===== src/hdl/smsrch_pkg.sv =====
`timescale 1ns / 1ps

package smsrch_pkg;

  localparam int ROW_IDX_W  = 6;
  localparam int COL_IDX_W  = 6;
  localparam int VALUE_W    = 32;
  localparam int CFG_DATA_W = 7;
  localparam int CFG_IDX_W  = 1;

  localparam logic MODE_WRITE  = 1'b0;
  localparam logic MODE_SEARCH = 1'b1;

  typedef enum logic [CFG_IDX_W-1:0] {
    CFG_ROWS_IN_USE = 1'b0,
    CFG_COLS_IN_USE = 1'b1
  } cfg_reg_t;

  typedef enum logic [2:0] {
    S_IDLE,
    S_COL_STEP,
    S_COL_CMP,
    S_COL_HIT,
    S_ROW_STEP,
    S_ROW_CMP,
    S_ROW_HIT,
    S_DONE
  } state_t;

  typedef struct packed {
    logic done;
    logic hit;
  } status_t;

endpackage


===== src/hdl/smsrch_ctrl.sv =====
`timescale 1ns / 1ps

module smsrch_ctrl #(
  parameter int MAX_ROWS   = 64,
  parameter int MAX_COLS   = 64,
  parameter int DATA_WIDTH = 32,
  localparam int RW = (MAX_ROWS > 1) ? $clog2(MAX_ROWS) : 1,
  localparam int CW = (MAX_COLS > 1) ? $clog2(MAX_COLS) : 1
) (
  input  logic                                clk,
  input  logic                                rst,
  input  logic                                start,
  input  logic signed [DATA_WIDTH-1:0]        key,
  input  logic [smsrch_pkg::CFG_DATA_W-1:0]   rows_cfg,
  input  logic [smsrch_pkg::CFG_DATA_W-1:0]   cols_cfg,
  input  logic                                out_free,
  output logic                                idle,
  output logic                                rd_en,
  output logic [RW-1:0]                       rd_row,
  output logic [CW-1:0]                       rd_col,
  input  logic signed [DATA_WIDTH-1:0]        rd_data,
  output smsrch_pkg::status_t                 status
);

  localparam int RNW = $clog2(MAX_ROWS + 1);
  localparam int CNW = $clog2(MAX_COLS + 1);
  localparam int IW  = (RNW > CNW) ? RNW : CNW;

  smsrch_pkg::state_t state, state_next;

  logic [IW-1:0]                first, first_next;
  logic [IW-1:0]                count, count_next;
  logic [IW-1:0]                n_lim, n_next;
  logic [IW-1:0]                c_lim, c_next;
  logic [RW-1:0]                row_sel, row_next;
  logic signed [DATA_WIDTH-1:0] key_q, key_next;
  logic                         hit, hit_next;

  logic [IW-1:0] step;
  logic [IW-1:0] mid;
  logic [IW-1:0] rows_clamp;
  logic [IW-1:0] cols_clamp;
  logic          gt;
  logic          eq;

  assign step = count >> 1;
  assign mid  = first + step;
  assign gt   = key_q > rd_data;
  assign eq   = key_q == rd_data;

  assign rows_clamp = (32'(rows_cfg) > MAX_ROWS) ? IW'(MAX_ROWS) : IW'(rows_cfg);
  assign cols_clamp = (32'(cols_cfg) > MAX_COLS) ? IW'(MAX_COLS) : IW'(cols_cfg);

  always_comb begin
    state_next = state;
    case (state)
      smsrch_pkg::S_IDLE: begin
        if (start) begin
          if (rows_clamp == '0 || cols_clamp == '0) begin
            state_next = smsrch_pkg::S_DONE;
          end else begin
            state_next = smsrch_pkg::S_COL_STEP;
          end
        end
      end
      smsrch_pkg::S_COL_STEP: begin
        if (count != '0) begin
          state_next = smsrch_pkg::S_COL_CMP;
        end else if (first < n_lim) begin
          state_next = smsrch_pkg::S_COL_HIT;
        end else begin
          state_next = smsrch_pkg::S_ROW_STEP;
        end
      end
      smsrch_pkg::S_COL_CMP: state_next = smsrch_pkg::S_COL_STEP;
      smsrch_pkg::S_COL_HIT: begin
        if (eq || first == '0) begin
          state_next = smsrch_pkg::S_DONE;
        end else begin
          state_next = smsrch_pkg::S_ROW_STEP;
        end
      end
      smsrch_pkg::S_ROW_STEP: begin
        if (count != '0) begin
          state_next = smsrch_pkg::S_ROW_CMP;
        end else if (first < c_lim) begin
          state_next = smsrch_pkg::S_ROW_HIT;
        end else begin
          state_next = smsrch_pkg::S_DONE;
        end
      end
      smsrch_pkg::S_ROW_CMP: state_next = smsrch_pkg::S_ROW_STEP;
      smsrch_pkg::S_ROW_HIT: state_next = smsrch_pkg::S_DONE;
      smsrch_pkg::S_DONE: begin
        if (out_free) begin
          state_next = smsrch_pkg::S_IDLE;
        end
      end
      default: state_next = smsrch_pkg::S_IDLE;
    endcase
  end

  always_comb begin
    idle        = 1'b0;
    rd_en       = 1'b0;
    rd_row      = row_sel;
    rd_col      = '0;
    status.done = 1'b0;
    status.hit  = hit;
    case (state)
      smsrch_pkg::S_IDLE: idle = 1'b1;
      smsrch_pkg::S_COL_STEP: begin
        rd_en  = (count != '0) || (first < n_lim);
        rd_row = (count != '0) ? RW'(mid) : RW'(first);
      end
      smsrch_pkg::S_ROW_STEP: begin
        rd_en  = (count != '0) || (first < c_lim);
        rd_col = (count != '0) ? CW'(mid) : CW'(first);
      end
      smsrch_pkg::S_DONE: status.done = out_free;
      default: ;
    endcase
  end

  always_comb begin
    first_next = first;
    count_next = count;
    n_next     = n_lim;
    c_next     = c_lim;
    row_next   = row_sel;
    key_next   = key_q;
    hit_next   = hit;
    case (state)
      smsrch_pkg::S_IDLE: begin
        if (start) begin
          key_next   = key;
          n_next     = rows_clamp;
          c_next     = cols_clamp;
          first_next = '0;
          count_next = rows_clamp;
          hit_next   = 1'b0;
        end
      end
      smsrch_pkg::S_COL_STEP: begin
        if (count == '0 && !(first < n_lim)) begin
          row_next   = RW'(n_lim - 1'b1);
          first_next = '0;
          count_next = c_lim;
        end
      end
      smsrch_pkg::S_COL_CMP, smsrch_pkg::S_ROW_CMP: begin
        if (gt) begin
          first_next = mid + 1'b1;
          count_next = count - step - 1'b1;
        end else begin
          count_next = step;
        end
      end
      smsrch_pkg::S_COL_HIT: begin
        if (eq) begin
          hit_next = 1'b1;
        end else if (first != '0) begin
          row_next   = RW'(first - 1'b1);
          first_next = '0;
          count_next = c_lim;
        end
      end
      smsrch_pkg::S_ROW_HIT: hit_next = eq;
      default: ;
    endcase
  end

  always_ff @(posedge clk) begin
    if (rst) begin
      state <= smsrch_pkg::S_IDLE;
    end else begin
      state <= state_next;
    end
  end

  always_ff @(posedge clk) begin
    first   <= first_next;
    count   <= count_next;
    n_lim   <= n_next;
    c_lim   <= c_next;
    row_sel <= row_next;
    key_q   <= key_next;
    hit     <= hit_next;
  end

endmodule


===== config.mk =====
export PLATFORM = sky130hd
export DESIGN_NAME = smsrch_ctrl
export DESIGN_NICKNAME = d
export VERILOG_FILES = /design/src/hdl/smsrch_pkg.sv /design/src/hdl/smsrch_ctrl.sv
export SDC_FILE = /design/constraint.sdc
export NUM_CORES = 1
export LEC_CHECK = 0
export ABC_AREA = 1
export BUFFER_PORTS_ARGS = -buffer_cell sky130_fd_sc_hd__buf_4
export CORE_MARGIN = 1
export CORE_UTILIZATION = 55
export CTS_CLUSTER_SIZE = 14
export DETAILED_ROUTE_END_ITERATION = 10
export PLACE_DENSITY = 0.89
export REMOVE_ABC_BUFFERS = 1
export SETUP_SLACK_MARGIN = 0.5
export SYNTH_ARGS = -nofsm -noshare
export SYNTH_HDL_FRONTEND = slang
export SYNTH_SLANG_ARGS = --single-unit

===== constraint.sdc =====
create_clock -name clk -period 3.51 [get_ports clk]
set_input_delay 0.351 -clock clk [delete_from_list [all_inputs] [get_ports clk]]
set_output_delay 0.351 -clock clk [all_outputs]
set_load 0.02 [all_outputs]

==> run summary <==
Worst clock skew: 0.00744 ns
Outcome: finished clean
Yosys reg bits: 70
Post-synthesis sequential area ratio: 0.427
Crit path largest cell delay: 0.45 ns
Sequential power share: 0.315
WP data arrival: 2.48 ns
Worst Path Max Fanout: 4
Clock share of power: 0.114
CP required: 3.16 ns
Crit path max-delay family: compound AO/OA/AOI/OAI gates
Full die area: 9210 sq um
Register area: 2070 sq um
Post-Syn Instances: 550
Final worst-path cycle share: 0.806
Switching share of power: 0.461
Die height: 96.0 microns
Number of port buffers: 97
Layout filler cell count: 629
Pwr dens: 822 nW/um^2
Relative max-transition margin: 0.572
TritonCTS Buffers: 9
Post-cts resize count: 0
Critical path's slowest cell: edfxtp_1
HPWL after DPL: 9.06 mm
Peak VDD IR: 0.344 mV
Area growth, synth to finish: 21.3%
Num ports: 98
Starting Density: 0.579
Crit path launch type: flop
Most used DFF post-synth: edfxtp_1
Max clock buf depth: 2
P_sw: 2.23 mW
Layout cell share with drive strength beyond 1: 0.213
DRT iter0 DRCs: 373
Total grt overflow: 0
Hold Path Class: input port to flop
FP Rows: 33
Worst Tran Pin Value: 0.641 ns
Post-synthesis cell type count: 44
Core footprint: 8380 sq um
Internal Power: 2.61 mW
WHS Path Cells: 1
Clock slew at reported path FFs: 0.08 ns
Avg Inst Size Synth: 8.83 sq um
Post-Syn Area: 4860 sq um
Initial antenna violation count: 0
Post-route minimum period: 2.83 ns
CTS Sinks: 70
# setup viols final: 0
Nets: 802
Critical path depth in cells: 10
CP bufs+invs: 1
Maxcap violations: 0
Worst-Skew Late Latency: 0.35 ns
Final WL: 11.5 mm
DR WL/cell: 15.0 microns
Worst reg2reg path depth: 8
Vias/cell: 5.43
Remaining antenna violation count: 0
Final TNS setup: 0 ns
Crit path capture type: output pin
Vias in the first global route: 4135
Worst setup path class: flop to output pin
Critical path, cell by cell: ha_1 > a21oi_1 > nand2_1 > nand2_1 > nand2_1 > a21oi_1 > xnor2_1 > mux2i_1 > o21ai_0 > buf_4
Total Routing Usage GR: 0.270
Total number of yosys warnings: 0
Most used cell, CP: nand2_1
Static leakage: 2.92 nW
First-pass DRT Iterations: 5
Die Width: 96.0 microns
Fin. max-slew vios: 0
Total power: 4.84 mW
Via count: 4162
Hold Fails Final Rpt: 0
Number of flops mapped to enable cells by yosys: 67
Combinational Power Share: 0.571
Async set or reset register ratio after synthesis: 0
# DRC: 0
RePlAce Congestion: 0.929
Area of the multi-input gates: 2370 sq um
CTS tree: built
N_diodes: 0
Max frequency: 0.354 GHz
Unrepaired setup endpoints after global routing: no
Max H-tree Level: 3
Largest net degree at the start of global routing: 33
Global-route wire length before repair: 18.7 mm
Root Driver: clkbuf_8
## cells in the mapped netlist, types with 2 or more instances
cell      instances  share of area
o21ai_0          21          0.022
o21bai_1          2         0.0031
nor4_1            2         0.0026
o21ai_2           4         0.0072
o21ai_1           5         0.0052
a21o_1            2         0.0031
nand4_1          13          0.017
nand2_1          98          0.076
clkbuf_1          3         0.0023
inv_1            97          0.075
xor2_1            9          0.016
a21oi_1          40          0.041
nor3b_1           2         0.0031
fa_1              2         0.0082
nor2_4            2         0.0046
nor3_1            6         0.0062
nor2_2            2         0.0026
nand3_2           2         0.0041
dfxtp_1           3          0.012
a31oi_1           5         0.0064
edfxtp_1         67           0.41
nand3_1          20          0.021
ha_1             61           0.16
buf_4             2         0.0031
nor2_1           49          0.038
xnor2_1           4         0.0072
o211ai_1          2         0.0031
o21a_1            2         0.0031
inv_2             7         0.0054
nor3_2            2         0.0041
## final timing paths
kind / start / to / slack [ns]
hold reg to reg: c_lim[4]$_DFFE_PP_ / count[4]$_DFFE_PP_ / 0.59
hold / removal: key[27] / key_q[27]$_DFFE_PP_ / 0.17
setup reg to reg: count[2]$_DFFE_PP_ / first[2]$_SDFFCE_PN0P_ / 0.81
setup / recovery: count[3]$_DFFE_PP_ / rd_row[5] / 0.68
## cells in the final DEF (no fill, tap or decap), types with 3 or more instances in the layout
cell and n:
a21oi_1 40, a31oi_1 5, buf_4 103, clkbuf_8 9, clkinv_1 3, dfxtp_1 3
edfxtp_1 67, ha_1 61, inv_1 97, inv_2 7, nand2_1 98, nand3_1 20
nand4_1 13, nor2_1 48, nor2_4 3, nor3_1 6, o21ai_0 21, o21ai_1 5
o21ai_2 4, xnor2_1 4, xor2_1 9
## sequential cells by signal (all words and copies together) (netlist names)
register / flops
key_q: 32
c_lim: 7
count: 7
first: 7
n_lim: 7
row_sel: 6
state: 3
hit: 1
## per-layer routing
layer,global-route usage,vias to the layer above,part of all wire
met5,0,-,0
met4,0.129,0,0.020
met3,0.0379,21,0.059
met2,0.483,163,0.52
met1,0.318,1913,0.40
li1,-,2065,-
## metrics by stage
step           cells  hold WS, ns  setup WS, ns   util  cell area, sq um
4_1_cts          764        0.163         0.611  0.700              5870
2_1_floorplan    543        0.450         0.189      -              4820
5_1_grt          767        0.159         0.498  0.703              5890
3_5_place_dp     747        0.531         0.758  0.680              5700
3_3_place_gp     747        0.530         0.846  0.680              5700
6_report         767        0.167         0.683  0.703              5890
## power groups by stage
stage | Combinational [mW] | Clock (mW) | Sequential [mW]
detailed placement | 2.63 | 0 | 1.55
finish | 2.77 | 0.551 | 1.53
global placement | 2.51 | 0 | 1.54
floorplan | 1.87 | 0 | 1.49
CTS | 2.69 | 0.558 | 1.54
global route | 3.08 | 0.584 | 1.55
## layout make-up
| type | instances | area share |
|---|---|---|
| multi-input cells | 369 | 0.402 |
| flip-flops and latches | 70 | 0.352 |
| repair buffers | 103 | 0.131 |
| inverters | 104 | 0.0663 |
| well taps | 105 | 0.0223 |
| clock buffers | 10 | 0.0217 |
| clock inverters | 6 | 0.00489 |
## repair_timing
action,4_1_cts,5_1_grt
setup buffers,1,3
pin swaps,1,1
hold buffers,0,0
endpoints found under the setup margin,1,4
## cell families after synthesis
kind of cell	after synthesis	synth area share
DFF	70	0.427
and+or+nand+nor	206	0.195
buffers and inverters	111	0.0878
AOI/OAI and AO/OA	86	0.0997
xor gates and xnor gates	13	0.0234
muxes	1	0.00206
adders and majority gates	63	0.165
Power figures use the tool's default switching activity.
